<file path="src/hw/rtl/rau_pkg.sv">
// ---------------------------------------------------------------------------
// rau_pkg
// shared widths, codes, payload words and internal types for the rational
// arithmetic unit
// ---------------------------------------------------------------------------
package rau_pkg;

  localparam int W     = 32;
  localparam int CNT_W = $clog2(W);

  localparam logic [2:0] OP_ADD = 3'd0;
  localparam logic [2:0] OP_SUB = 3'd1;
  localparam logic [2:0] OP_MUL = 3'd2;
  localparam logic [2:0] OP_DIV = 3'd3;
  localparam logic [2:0] OP_RED = 3'd4;
  localparam logic [2:0] OP_EQ  = 3'd5;

  localparam logic [1:0] ST_OK       = 2'd0;
  localparam logic [1:0] ST_OVERFLOW = 2'd1;
  localparam logic [1:0] ST_ZERO_GCD = 2'd2;

  typedef struct packed {
    logic [2:0]          opcode;
    logic signed [W-1:0] a_num;
    logic signed [W-1:0] a_den;
    logic signed [W-1:0] b_num;
    logic signed [W-1:0] b_den;
  } in_word_t;

  typedef struct packed {
    logic signed [W-1:0] res_num;
    logic signed [W-1:0] res_den;
    logic                is_equal;
    logic [1:0]          status;
  } out_word_t;

  typedef enum logic {
    MODE_MUL,
    MODE_DIV
  } unit_mode_t;

  typedef struct packed {
    logic       start;
    unit_mode_t mode;
    logic [W-1:0] x;
    logic [W-1:0] y;
  } unit_req_t;

  typedef struct packed {
    logic         done;
    logic [W-1:0] hi;
    logic [W-1:0] lo;
  } unit_rsp_t;

  typedef enum logic [3:0] {
    S_IDLE,
    S_ISSUE,
    S_P1,
    S_P2,
    S_P3,
    S_SUM,
    S_GCD,
    S_QN,
    S_QD,
    S_FIN
  } state_t;

endpackage

</file>
<file path="src/hw/rtl/rau_iter_unit.sv">
// ---------------------------------------------------------------------------
// rau_iter_unit
// shared one-bit-per-cycle unsigned unit: shift-add multiply giving a
// double-width product in {hi, lo}, or restoring divide giving the quotient
// in lo and the remainder in hi; W steps, then a one-cycle done pulse
// ---------------------------------------------------------------------------
module rau_iter_unit
  import rau_pkg::*;
(
  input  logic      clk,
  input  logic      rst,
  input  unit_req_t req,
  output unit_rsp_t rsp
);

  logic             busy;
  logic             done;
  unit_mode_t       mode;
  logic [CNT_W-1:0] cnt;
  logic [W-1:0]     hi;
  logic [W-1:0]     lo;
  logic [W-1:0]     opd;

  logic [W+1:0] add_a;
  logic [W+1:0] add_b;
  logic         add_cin;
  logic [W+1:0] sum;
  logic         ge;
  logic [W-1:0] hi_next;
  logic [W-1:0] lo_next;

  always_comb begin
    if (mode == MODE_MUL) begin
      add_a   = {2'b00, hi};
      add_b   = {2'b00, (lo[0] ? opd : '0)};
      add_cin = 1'b0;
    end else begin
      add_a   = {1'b0, hi, lo[W-1]};
      add_b   = ~{2'b00, opd};
      add_cin = 1'b1;
    end
    sum = add_a + add_b + {{(W+1){1'b0}}, add_cin};
    ge  = ~sum[W+1];
    if (mode == MODE_MUL) begin
      hi_next = sum[W:1];
      lo_next = {sum[0], lo[W-1:1]};
    end else begin
      hi_next = ge ? sum[W-1:0] : {hi[W-2:0], lo[W-1]};
      lo_next = {lo[W-2:0], ge};
    end
  end

  always_ff @(posedge clk) begin
    if (rst) begin
      busy <= 1'b0;
      done <= 1'b0;
      cnt  <= '0;
    end else begin
      done <= 1'b0;
      if (req.start && !busy) begin
        busy <= 1'b1;
        cnt  <= '0;
      end else if (busy) begin
        cnt <= cnt + 1'b1;
        if (cnt == CNT_W'(W - 1)) begin
          busy <= 1'b0;
          done <= 1'b1;
        end
      end
    end
  end

  always_ff @(posedge clk) begin
    if (req.start && !busy) begin
      mode <= req.mode;
      hi   <= '0;
      if (req.mode == MODE_MUL) begin
        lo  <= req.y;
        opd <= req.x;
      end else begin
        lo  <= req.x;
        opd <= req.y;
      end
    end else if (busy) begin
      hi <= hi_next;
      lo <= lo_next;
    end
  end

  assign rsp.done = done;
  assign rsp.hi   = hi;
  assign rsp.lo   = lo;

endmodule

</file>
<file path="src/hw/rtl/rational_arithmetic_unit.sv">
// ---------------------------------------------------------------------------
// rational_arithmetic_unit
// add, subtract, multiply and divide of two fractions by cross-multiplying,
// reduce by euclid gcd, and field-wise compare, on one shared iterative unit
// ---------------------------------------------------------------------------
//  channel  handshake             word        contents
//  request  req_valid/req_ready   req         opcode, a_num, a_den, b_num, b_den
//  result   rsp_valid/rsp_ready   rsp         res_num, res_den, is_equal, status
//
//  every multiply or divide runs on the shared unit (W = 32)
//  add/sub use three products on the shared unit, multiply/divide two
//  reduce runs k euclid remainder divides, then two quotient divides; compare none
//  one word at a time: req_ready is high only when no word is in work
//  a finished word waits in the output register; the next word is taken meanwhile
//  reset is synchronous and clears the sequencer and the output valid
// ---------------------------------------------------------------------------
module rational_arithmetic_unit
  import rau_pkg::*;
(
  input  logic      clk,
  input  logic      rst,
  input  logic      req_valid,
  output logic      req_ready,
  input  in_word_t  req,
  output logic      rsp_valid,
  input  logic      rsp_ready,
  output out_word_t rsp
);

  state_t state, state_next;

  logic [2:0]          op;
  logic signed [W-1:0] an, ad, bn, bd;
  logic                pneg, pneg_next;
  logic [2*W-1:0]      p1, p1_next;
  logic [2*W-1:0]      p2, p2_next;
  logic [2*W-1:0]      p3, p3_next;
  logic [W-1:0]        gn, gn_next;
  logic [W-1:0]        gm, gm_next;
  logic [W-1:0]        r_num, r_num_next;
  logic [W-1:0]        r_den, r_den_next;
  logic                r_eq, r_eq_next;
  logic [1:0]          r_st, r_st_next;
  logic                load_out;

  unit_req_t ureq;
  unit_rsp_t ursp;

  logic [2*W-1:0] prod;
  logic [2*W-1:0] sprod;
  logic [W-1:0]   quo;
  logic [2*W:0]   e1, e2, vn;
  logic           fits_n, fits_d;

  function automatic logic [W-1:0] mag(input logic [W-1:0] v);
    mag = v[W-1] ? (~v + 1'b1) : v;
  endfunction

  rau_iter_unit u_iter (
    .clk (clk),
    .rst (rst),
    .req (ureq),
    .rsp (ursp)
  );

  assign req_ready = (state == S_IDLE);
  assign prod      = {ursp.hi, ursp.lo};
  assign sprod     = pneg ? (~prod + 1'b1) : prod;
  assign quo       = ursp.lo;

  always_comb begin
    e1 = {p1[2*W-1], p1};
    e2 = {p2[2*W-1], p2};
    case (op)
      OP_ADD:  vn = e1 + e2;
      OP_SUB:  vn = e1 - e2;
      default: vn = e1;
    endcase
    fits_n = (&vn[2*W:W-1]) || !(|vn[2*W:W-1]);
    fits_d = (&p3[2*W-1:W-1]) || !(|p3[2*W-1:W-1]);
  end

  always_comb begin
    state_next = state;
    pneg_next  = pneg;
    p1_next    = p1;
    p2_next    = p2;
    p3_next    = p3;
    gn_next    = gn;
    gm_next    = gm;
    r_num_next = r_num;
    r_den_next = r_den;
    r_eq_next  = r_eq;
    r_st_next  = r_st;
    ureq.start = 1'b0;
    ureq.mode  = MODE_MUL;
    ureq.x     = '0;
    ureq.y     = '0;
    load_out   = 1'b0;
    case (state)
      S_IDLE: begin
        if (req_valid) begin
          state_next = S_ISSUE;
        end
      end
      S_ISSUE: begin
        r_num_next = '0;
        r_den_next = '0;
        r_eq_next  = 1'b0;
        r_st_next  = ST_OK;
        case (op)
          OP_ADD, OP_SUB, OP_DIV: begin
            ureq.start = 1'b1;
            ureq.x     = mag(an);
            ureq.y     = mag(bd);
            pneg_next  = an[W-1] ^ bd[W-1];
            state_next = S_P1;
          end
          OP_MUL: begin
            ureq.start = 1'b1;
            ureq.x     = mag(an);
            ureq.y     = mag(bn);
            pneg_next  = an[W-1] ^ bn[W-1];
            state_next = S_P1;
          end
          OP_RED: begin
            if (an != '0) begin
              ureq.start = 1'b1;
              ureq.mode  = MODE_DIV;
              ureq.x     = mag(ad);
              ureq.y     = mag(an);
              gn_next    = mag(an);
              state_next = S_GCD;
            end else if (ad == '0) begin
              r_num_next = an;
              r_den_next = ad;
              r_st_next  = ST_ZERO_GCD;
              state_next = S_FIN;
            end else begin
              ureq.start = 1'b1;
              ureq.mode  = MODE_DIV;
              ureq.x     = '0;
              ureq.y     = mag(ad);
              gm_next    = mag(ad);
              state_next = S_QN;
            end
          end
          OP_EQ: begin
            r_eq_next  = (an == bn) && (ad == bd);
            state_next = S_FIN;
          end
          default: begin
            state_next = S_FIN;
          end
        endcase
      end
      S_P1: begin
        if (ursp.done) begin
          p1_next    = sprod;
          ureq.start = 1'b1;
          if (op == OP_ADD || op == OP_SUB) begin
            ureq.x     = mag(bn);
            ureq.y     = mag(ad);
            pneg_next  = bn[W-1] ^ ad[W-1];
            state_next = S_P2;
          end else if (op == OP_DIV) begin
            ureq.x     = mag(ad);
            ureq.y     = mag(bn);
            pneg_next  = ad[W-1] ^ bn[W-1];
            state_next = S_P3;
          end else begin
            ureq.x     = mag(ad);
            ureq.y     = mag(bd);
            pneg_next  = ad[W-1] ^ bd[W-1];
            state_next = S_P3;
          end
        end
      end
      S_P2: begin
        if (ursp.done) begin
          p2_next    = sprod;
          ureq.start = 1'b1;
          ureq.x     = mag(ad);
          ureq.y     = mag(bd);
          pneg_next  = ad[W-1] ^ bd[W-1];
          state_next = S_P3;
        end
      end
      S_P3: begin
        if (ursp.done) begin
          p3_next    = sprod;
          state_next = S_SUM;
        end
      end
      S_SUM: begin
        r_num_next = vn[W-1:0];
        r_den_next = p3[W-1:0];
        r_st_next  = (fits_n && fits_d) ? ST_OK : ST_OVERFLOW;
        state_next = S_FIN;
      end
      S_GCD: begin
        if (ursp.done) begin
          ureq.start = 1'b1;
          ureq.mode  = MODE_DIV;
          if (ursp.hi != '0) begin
            ureq.x  = gn;
            ureq.y  = ursp.hi;
            gn_next = ursp.hi;
          end else begin
            ureq.x     = mag(an);
            ureq.y     = gn;
            gm_next    = gn;
            state_next = S_QN;
          end
        end
      end
      S_QN: begin
        if (ursp.done) begin
          r_num_next = an[W-1] ? (~quo + 1'b1) : quo;
          ureq.start = 1'b1;
          ureq.mode  = MODE_DIV;
          ureq.x     = mag(ad);
          ureq.y     = gm;
          state_next = S_QD;
        end
      end
      S_QD: begin
        if (ursp.done) begin
          r_den_next = ad[W-1] ? (~quo + 1'b1) : quo;
          r_st_next  = ST_OK;
          state_next = S_FIN;
        end
      end
      S_FIN: begin
        if (!rsp_valid || rsp_ready) begin
          load_out   = 1'b1;
          state_next = S_IDLE;
        end
      end
      default: begin
        state_next = S_IDLE;
      end
    endcase
  end

  always_ff @(posedge clk) begin
    if (rst) begin
      state     <= S_IDLE;
      rsp_valid <= 1'b0;
    end else begin
      state <= state_next;
      if (load_out) begin
        rsp_valid <= 1'b1;
      end else if (rsp_ready) begin
        rsp_valid <= 1'b0;
      end
    end
  end

  always_ff @(posedge clk) begin
    if (req_valid && req_ready) begin
      op <= req.opcode;
      an <= req.a_num;
      ad <= req.a_den;
      bn <= req.b_num;
      bd <= req.b_den;
    end
    pneg  <= pneg_next;
    p1    <= p1_next;
    p2    <= p2_next;
    p3    <= p3_next;
    gn    <= gn_next;
    gm    <= gm_next;
    r_num <= r_num_next;
    r_den <= r_den_next;
    r_eq  <= r_eq_next;
    r_st  <= r_st_next;
    if (load_out) begin
      rsp.res_num  <= r_num;
      rsp.res_den  <= r_den;
      rsp.is_equal <= r_eq;
      rsp.status   <= r_st;
    end
  end

endmodule

</file>
<file path="config.mk">
export PLATFORM = sky130hd
export DESIGN_NAME = rational_arithmetic_unit
export DESIGN_NICKNAME = d
export VERILOG_FILES = /design/src/hw/rtl/rau_pkg.sv /design/src/hw/rtl/rau_iter_unit.sv /design/src/hw/rtl/rational_arithmetic_unit.sv
export SDC_FILE = /design/constraint.sdc
export NUM_CORES = 2
export LEC_CHECK = 0
export BUFFER_PORTS_ARGS = -buffer_cell sky130_fd_sc_hd__buf_2
export CORE_MARGIN = 10
export CORE_UTILIZATION = 60
export CTS_CLUSTER_SIZE = 20
export DETAILED_ROUTE_END_ITERATION = 10
export MAX_ROUTING_LAYER = met4
export PLACE_DENSITY = 0.78
export SKIP_LAST_GASP = 1
export SYNTH_ARGS = -nofsm -noshare
export SYNTH_HDL_FRONTEND = slang
export SYNTH_SLANG_ARGS = --single-unit
</file>
<file path="constraint.sdc">
create_clock -name clk -period 7.6 [get_ports clk]
set_input_delay 1.9 -clock clk [delete_from_list [all_inputs] [get_ports clk]]
set_output_delay 1.9 -clock clk [all_outputs]
set_load 0.1 [all_outputs]
</file>
=== Word-level counts from Yosys, hierarchy flattened ===
Index checks and enable logic that the tools add are counted.

* Word-level logic and storage cells: 215
* Flip-flop bits (word level): 631
* Output and inout bits: 69
* Bits of input ports: 135

* Bitwise gates (word level): 13
* Reduce and logical (&&, ||, !) cells: 41
* Equality and inequality tests: 32
* Add/subtract/negate cells: 11
* Multiplexer cells: 90

{| class="wikitable"
|+ Operator list
! operator !! number
|-
| $mux W32 || 32
|-
| $mux W64 || 5
|-
| $pmux W64 S5 || 1
|-
| $mux W66 || 4
|-
| $pmux W32 S3 || 2
|-
| $pmux W64 S3 || 1
|-
| $add A32 B1 Y32 const B || 5
|-
| $not A32 Y32 || 5
|-
| $pmux W65 S2 || 1
|-
| $pmux W32 S2 || 2
|-
| $add A64 B64 Y65 || 1
|-
| $sub A64 B64 Y65 || 1
|-
| $add A64 B1 Y64 const B || 1
|-
| $eq A32 B32 Y1 || 2
|-
| $not A64 Y64 || 1
|-
| $reduce_bool A32 Y1 || 2
|-
| $mux W4 || 11
|-
| $pmux W4 S10 || 1
|-
| $add A33 B34 Y34 || 1
|-
| $add A34 B1 Y34 || 1
|-
| $mux W34 || 1
|-
| $not A32 Y34 || 1
|-
| $reduce_and A34 Y1 || 1
|-
| $reduce_or A34 Y1 || 1
|-
| other kinds (41) || 103
|}

=== Depth between registers and ports, before layout ===
* Depth after elaboration: 9
* Depth in mapped cells: 24
* Mapped depth without buffers: 23

=== Hierarchy ===
From an unflattened synthesis, not the netlist that was laid out.

* Cell total of the unflattened synthesis: 4,141
* Area, all modules: 40,498.8 µm²

{| class="wikitable"
|+ Modules (own cells, without submodules)
! module !! seq. area each (µm²) !! cells an instance !! times used !! area an instance (µm²)
|-
| rational_arithmetic_unit || 15,775.1 || 3,311 || 1 || 32,722.6
|-
| rau_iter_unit || 2,732.6 || 830 || 1 || 7,776.2
|}

=== Worst setup path after synthesis ===
OpenSTA, ideal clock, no wires.

* Path type: reg2reg
* Start: register state[0]
* End: register ad[0] (enable)
* Path slack: 21 ps
* Setup time: 503 ps
* Buffers on the path: 3
* Cell stages (with the launch flop): 6
* Required time: 7,097 ps
* Clock period less this slack: 7,579 ps
* Data arrival time: 7,076 ps
* Cells stage by stage: dfxtp_1 -> clkbuf_1 -> clkbuf_1 -> buf_1 -> nor4_1 -> and2_1

* Longest elaborated chain between the ends: 2

{| class="wikitable"
|+ Ends and longest elaborated chain
! element !! line !! RTL
|-
| start: declaration || rational_arithmetic_unit.sv:30 || <nowiki>state_t state, state_next;</nowiki>
|-
| start signal: assignment || rational_arithmetic_unit.sv:251 || <nowiki>state <= state_next;</nowiki>
|-
| $logic_not A4 Y1 || rational_arithmetic_unit.sv:66 || <nowiki>assign req_ready = (state == S_IDLE);</nowiki>
|-
| via req_ready || rational_arithmetic_unit.sv:23 || <nowiki>output logic req_ready,</nowiki>
|-
| $logic_and A1 B1 Y1 || rational_arithmetic_unit.sv:261 || <nowiki>if (req_valid && req_ready) begin</nowiki>
|-
| end signal: assignment || rational_arithmetic_unit.sv:264 || <nowiki>ad <= req.a_den;</nowiki>
|-
| end: declaration || rational_arithmetic_unit.sv:33 || <nowiki>logic signed [W-1:0] an, ad, bn, bd;</nowiki>
|}

The timed path passes the listed nets, and every way through them passes these cells.
A chain may end at the register's enable or synchronous reset.

=== Final worst setup path ===
* Start: register p2[3]
* End: register r_st[0], data pin

* Longest elaborated chain between the ends: 8
* Elaborated cells on any way between the ends: 10
* Classes of those cells: add/sub: 2; mux: 3; reduce/logical: 5

{| class="wikitable"
|+ Ends and longest elaborated chain
! element !! line !! RTL
|-
| start: declaration || rational_arithmetic_unit.sv:36 || <nowiki>logic [2*W-1:0] p2, p2_next;</nowiki>
|-
| start signal: assignment || rational_arithmetic_unit.sv:270 || <nowiki>p2 <= p2_next;</nowiki>
|-
| $sub A64 B64 Y65 or $add A64 B64 Y65 (tied branches) || rational_arithmetic_unit.sv:76, rational_arithmetic_unit.sv:75 ||
|-
| $pmux W65 S2 * || rational_arithmetic_unit.sv:74 || <nowiki>case (op)</nowiki>
|-
| $reduce_or A34 Y1 || rational_arithmetic_unit.sv:79 || <nowiki>fits_n = (&vn[2*W:W-1]) || !(|vn[2*W:W-1]);</nowiki>
|-
| $logic_not A1 Y1 || rational_arithmetic_unit.sv:79 ||
|-
| $logic_or A1 B1 Y1 * || rational_arithmetic_unit.sv:79 ||
|-
| $logic_and A1 B1 Y1 * || rational_arithmetic_unit.sv:198 || <nowiki>r_st_next = (fits_n && fits_d) ? ST_OK : ST_OVERFLOW;</nowiki>
|-
| $mux W1 * || rational_arithmetic_unit.sv:198 ||
|-
| $pmux W2 S3 * || rational_arithmetic_unit.sv:100 || <nowiki>case (state)</nowiki>
|-
| via r_st_next[0] || rational_arithmetic_unit.sv:43 || <nowiki>logic [1:0] r_st, r_st_next;</nowiki>
|-
| end signal: assignment || rational_arithmetic_unit.sv:277 || <nowiki>r_st <= r_st_next;</nowiki>
|-
| end: declaration || rational_arithmetic_unit.sv:43 ||
|}

Mark *: on every way through the listed nets, which the timed path passes. The rest lies on a longest branch.

==> metrics.log <==
INFO  metric yosys_warnings = 0
INFO  metric worstHoldEndpoint = rsp[19]$_DFFE_PP_
INFO  metric fin_crit_sh = about nine tenths
INFO  metric power_per_cell_area = 400 mW/mm2
INFO  metric drt.antenna.violating_nets = 0
INFO  metric critical_path.cell_chain = or3_1 -> or4_1 -> nor2b_1 -> and3_1 -> nand2_1 -> nor3_1 -> nand2_1 -> nor2_1 -> a21oi_1 -> xnor2_1 -> ha_1 -> a21oi_1 -> o21ai_0 -> a2111oi_0 -> o41ai_1 -> nor3_1 -> nand3_1 -> and3_1 -> or4_1 -> a2111oi_0 -> nand4_1 -> and3_1
INFO  metric post_dr_wirelength_cell = 27.8 um
INFO  metric async_flop_share = 0%
INFO  metric detail_route.drc_violations = 0
INFO  metric fillers = 5327
INFO  metric floorplan.rows = 95
INFO  metric synth.area.top_cells = sky130_fd_sc_hd__edfxtp_1, sky130_fd_sc_hd__xor2_1, sky130_fd_sc_hd__a21oi_1
INFO  metric cts.reportedPaths.clkPinSlew = 0.07 ns
INFO  metric timing.critical_path.mode_cell = sky130_fd_sc_hd__and3_1
INFO  metric fmax = 0.150 GHz
INFO  metric dr_total_vias = 36147
INFO  metric cp.buffers_inverters = 0
INFO  metric unrepaired_setup_endpoints_after_global_routing = false
INFO  metric cts.sinks = 631
INFO  metric grt_util_all_layers = 37.0%
INFO  metric grt_max_degree = slightly below 100
INFO  metric switching_power = 8.23 mW
INFO  metric crit-reg2reg-launch = p2[3]$_DFFE_PP_
INFO  metric fin_cells = 5255
INFO  metric slowest_stage = sky130_fd_sc_hd__a2111oi_0
INFO  metric drt_first_pass_iters = 6
INFO  metric synth.distinct_cells = between 90 and 100
INFO  metric synth_nets = between 4000 and 5000
INFO  metric clock_skew = just under 0.03 ns
INFO  metric avgViaCountPerCell = slightly below 7
INFO  metric final_net_count = roughly 4600
INFO  metric finalHoldViolations = 0
INFO  metric transition_at_the_pin_with_the_smallest_max_transition_slack = about 1.2 ns
INFO  metric timing.hold.worst.class = reg2reg
INFO  metric areaGrowthSynthToFinish = 9.63%
INFO  metric comb_power_share = 46.6%
INFO  metric cts_setup_buffers = 0
INFO  metric cts_root_buffer = sky130_fd_sc_hd__clkbuf_16
INFO  metric worst_hold_start = r_den[16]$_DFFE_PP_
INFO  metric stdcell_area = 0.0448 mm2
INFO  metric post_synth_instance_area = 0.0408 mm2
INFO  metric fp.coreArea = 0.0673 mm2
INFO  metric max-cap-violations = 0
INFO  metric path_max_fanout = 9
INFO  metric net_switching_fraction_of_the_power = 46.0%
INFO  metric post_route_cells_drive_above_1_share = a little under an eighth
INFO  metric syn-mean-instance-area = 9.54 um2
INFO  metric number_of_cts_inserted_buffers = 70
INFO  metric cts_tree = done
INFO  metric cell_internal_pwr = 9.66 mW
INFO  metric horizontal_die_dimension = about 280 um
INFO  metric post_cts_resized = 0
INFO  metric timing.critical_path.to_type = flop
INFO  metric drt-initial-drc-count = 4918
INFO  metric multi_input_comb_area = 0.0209 mm2
INFO  metric clock_tree.buffer_depth = 3
INFO  metric finalSetupViolCount = 0
INFO  metric share_of_the_synthesized_area_in_the_top_cell_type = 43.2%
INFO  metric worstReg2RegEnd = r_st[0]$_DFFE_PP_
INFO  metric report.final.slew_viol_count = 0
INFO  metric post-dp-hpwl = 106 mm
INFO  metric irDropWorstVdd = between 0.0002 and 0.0003 V
INFO  metric hold_slack = 0.413 ns
INFO  metric seq_area_frac_synth = a little under half
INFO  metric ff2ff_path_depth = 22
INFO  metric number_of_global_route_vias_before_repair = 33677
INFO  metric maxSlewHeadroom = around 19%
INFO  metric hold_buffers = 0
INFO  metric status = completed
INFO  metric path_delay_family = simple AND/OR/NAND/NOR gates
INFO  metric tns = 0 ns
INFO  metric static-leakage-power = 16.2 nW
INFO  metric floorplan_die_area = 0.0789 mm2
INFO  metric register_area = 0.0185 mm2
INFO  metric critical_path_required = 7.99 ns
INFO  metric gp_congestion = between 1 and 1.5
INFO  metric post-place-ws = 1.03 ns
INFO  metric yosys_register_bits = ~630
INFO  metric routed_wirelength = 146 mm
INFO  metric finalCriticalPeriod = 6.69 ns
INFO  metric crit_type = reg2reg
INFO  metric timing.critical_path.arrival = just over 7 ns
INFO  metric synthesis.instances = 4282
INFO  metric die_y = about 280 um
INFO  metric synth_top_area_cell = sky130_fd_sc_hd__edfxtp_1
INFO  metric largest_stage_delay_on_the_critical_path = 0.48 ns
INFO  metric worst_setup_path_start_kind = flop
INFO  metric level_count_of_the_clock_h_tree = 3
INFO  metric initial_core_util = 60.7%
INFO  metric worst_skew_late_latency = 0.64 ns
INFO  metric clockPowerShare = around a fifth
INFO  metric hold_depth = 0
INFO  metric globalRouteOverflowTotal = 0
INFO  metric pin_count = 204
INFO  metric place_inst = 5128
INFO  metric io_buffers = 203
INFO  metric post_route_worst_setup_slack = 0.912 ns
INFO  metric synth_flop_cell = sky130_fd_sc_hd__edfxtp_1
INFO  metric synth.top_cells.by_count = sky130_fd_sc_hd__edfxtp_1, sky130_fd_sc_hd__nand2_1, sky130_fd_sc_hd__a21oi_1
INFO  metric timing.reg2reg.setup_slack = 0.91 ns
INFO  metric wire_length_of_the_first_global_routing_pass = 214 mm
INFO  metric antenna_found_initial = 4
INFO  metric power.share.sequential = 34.1%
INFO  metric synthMostInstantiatedCell = sky130_fd_sc_hd__edfxtp_1
INFO  metric synth_enable_flop_cells = 587
INFO  metric dpl_cell_area = 0.0425 mm2
[area by class of cell]
class                   instances  share of cell area, %
multi-input cells            3257                   46.7
flip-flops and latches        631                   41.3
clock buffers                  85                   4.15
repair buffers                283                   3.67
well taps                     873                   2.44
clock inverters                41                  0.973
inverters                      84                  0.704
diodes                          1                0.00559
[power by group through the flow]
stage	Sequential [mW]	Clock, mW	Combinational, mW
after floorplan	5.77	0	5.57
after CTS	6.05	3.47	8.03
final	6.10	3.45	8.34
after detailed placement	6.12	0	7.98
after global placement	6.09	0	7.88
after global routing	6.14	3.58	8.86
[registers in the layout, summed over array words and instances (netlist names), 5 cells and up]
signal and count:
an 32, gm 32, u_iter.cnt 5, u_iter.lo 32, p1 64, p3 64
bd 32, ad 32, rsp 67, r_den 32, u_iter.opd 32, r_num 32
p2 64, bn 32, u_iter.hi 32, gn 32
[kinds of logic after synthesis]
logic type,share of synthesized area (%)
compound gates,20.7
xor+xnor,9.24
fa+ha+maj,3.30
buf+inv,3.76
flops,45.3
mux,2.58
simple gates,15.1
[layout by cell type, fill, tap and decap left out, types with 20 or more instances in the layout]
cell type                   instances
sky130_fd_sc_hd__nor2b_1           24
sky130_fd_sc_hd__o221ai_1          32
sky130_fd_sc_hd__nand2b_1          24
sky130_fd_sc_hd__nand3_1           66
sky130_fd_sc_hd__ha_1             103
sky130_fd_sc_hd__buf_2            203
sky130_fd_sc_hd__nand2_1          448
sky130_fd_sc_hd__a221o_1           21
sky130_fd_sc_hd__o21a_1            22
sky130_fd_sc_hd__or3_1             67
sky130_fd_sc_hd__o211ai_1          41
sky130_fd_sc_hd__a22oi_1           21
sky130_fd_sc_hd__clkbuf_16         70
sky130_fd_sc_hd__a221oi_1          36
sky130_fd_sc_hd__and3_1            23
sky130_fd_sc_hd__o21ai_1           23
sky130_fd_sc_hd__a21o_1            40
sky130_fd_sc_hd__inv_1             80
sky130_fd_sc_hd__nor3_1            48
sky130_fd_sc_hd__a31oi_1           20
sky130_fd_sc_hd__o41ai_1           25
sky130_fd_sc_hd__mux2_2            33
sky130_fd_sc_hd__buf_4             78
sky130_fd_sc_hd__dfxtp_1           44
sky130_fd_sc_hd__a211oi_1          31
sky130_fd_sc_hd__xor2_1           252
sky130_fd_sc_hd__o21ai_0          294
sky130_fd_sc_hd__nand4_1           55
sky130_fd_sc_hd__a21oi_1          381
sky130_fd_sc_hd__o31ai_1           52
sky130_fd_sc_hd__nor4_1            46
sky130_fd_sc_hd__xnor2_1          177
sky130_fd_sc_hd__or4_1             34
sky130_fd_sc_hd__nor2_1           353
sky130_fd_sc_hd__mux2i_1           68
sky130_fd_sc_hd__o22ai_1          134
sky130_fd_sc_hd__edfxtp_1         587
sky130_fd_sc_hd__a222oi_1          20
[per-stage QoR]
step	utilization, %	total power, mW
4_1_cts	66.5	17.6
6_report	66.6	17.9
5_1_grt	66.6	18.6
3_5_place_dp	63.1	14.1
3_3_place_gp	63.1	14.0
2_1_floorplan	-	11.3
[worst max-delay path by stage]
stage,startpoint,endpoint,slack [ns],depth (start not counted)
after floorplan,state[0]$_SDFFE_PP0P_,ad[0]$_DFFE_PP_,0.02,5
after global placement,p2[3]$_DFFE_PP_,r_st[0]$_DFFE_PP_,1.07,22
after detailed placement,p2[3]$_DFFE_PP_,r_st[0]$_DFFE_PP_,1.03,23
after CTS,p2[3]$_DFFE_PP_,r_st[0]$_DFFE_PP_,0.95,22
after global routing,p2[3]$_DFFE_PP_,r_st[0]$_DFFE_PP_,0.42,22
final,p2[3]$_DFFE_PP_,r_st[0]$_DFFE_PP_,0.91,22
[metal layers]
layer | global-route usage [%] | wire length, um | vias to the layer above
met4 | 22.7 | 10700 | 0
met1 | 44.6 | 53400 | 17299
met2 | 57.6 | 67300 | 2217
li1 | - | - | 16142
met5 | - | 0 | -
met3 | 6.35 | 14500 | 489
No activity file was read; power rests on OpenSTA's default activity.
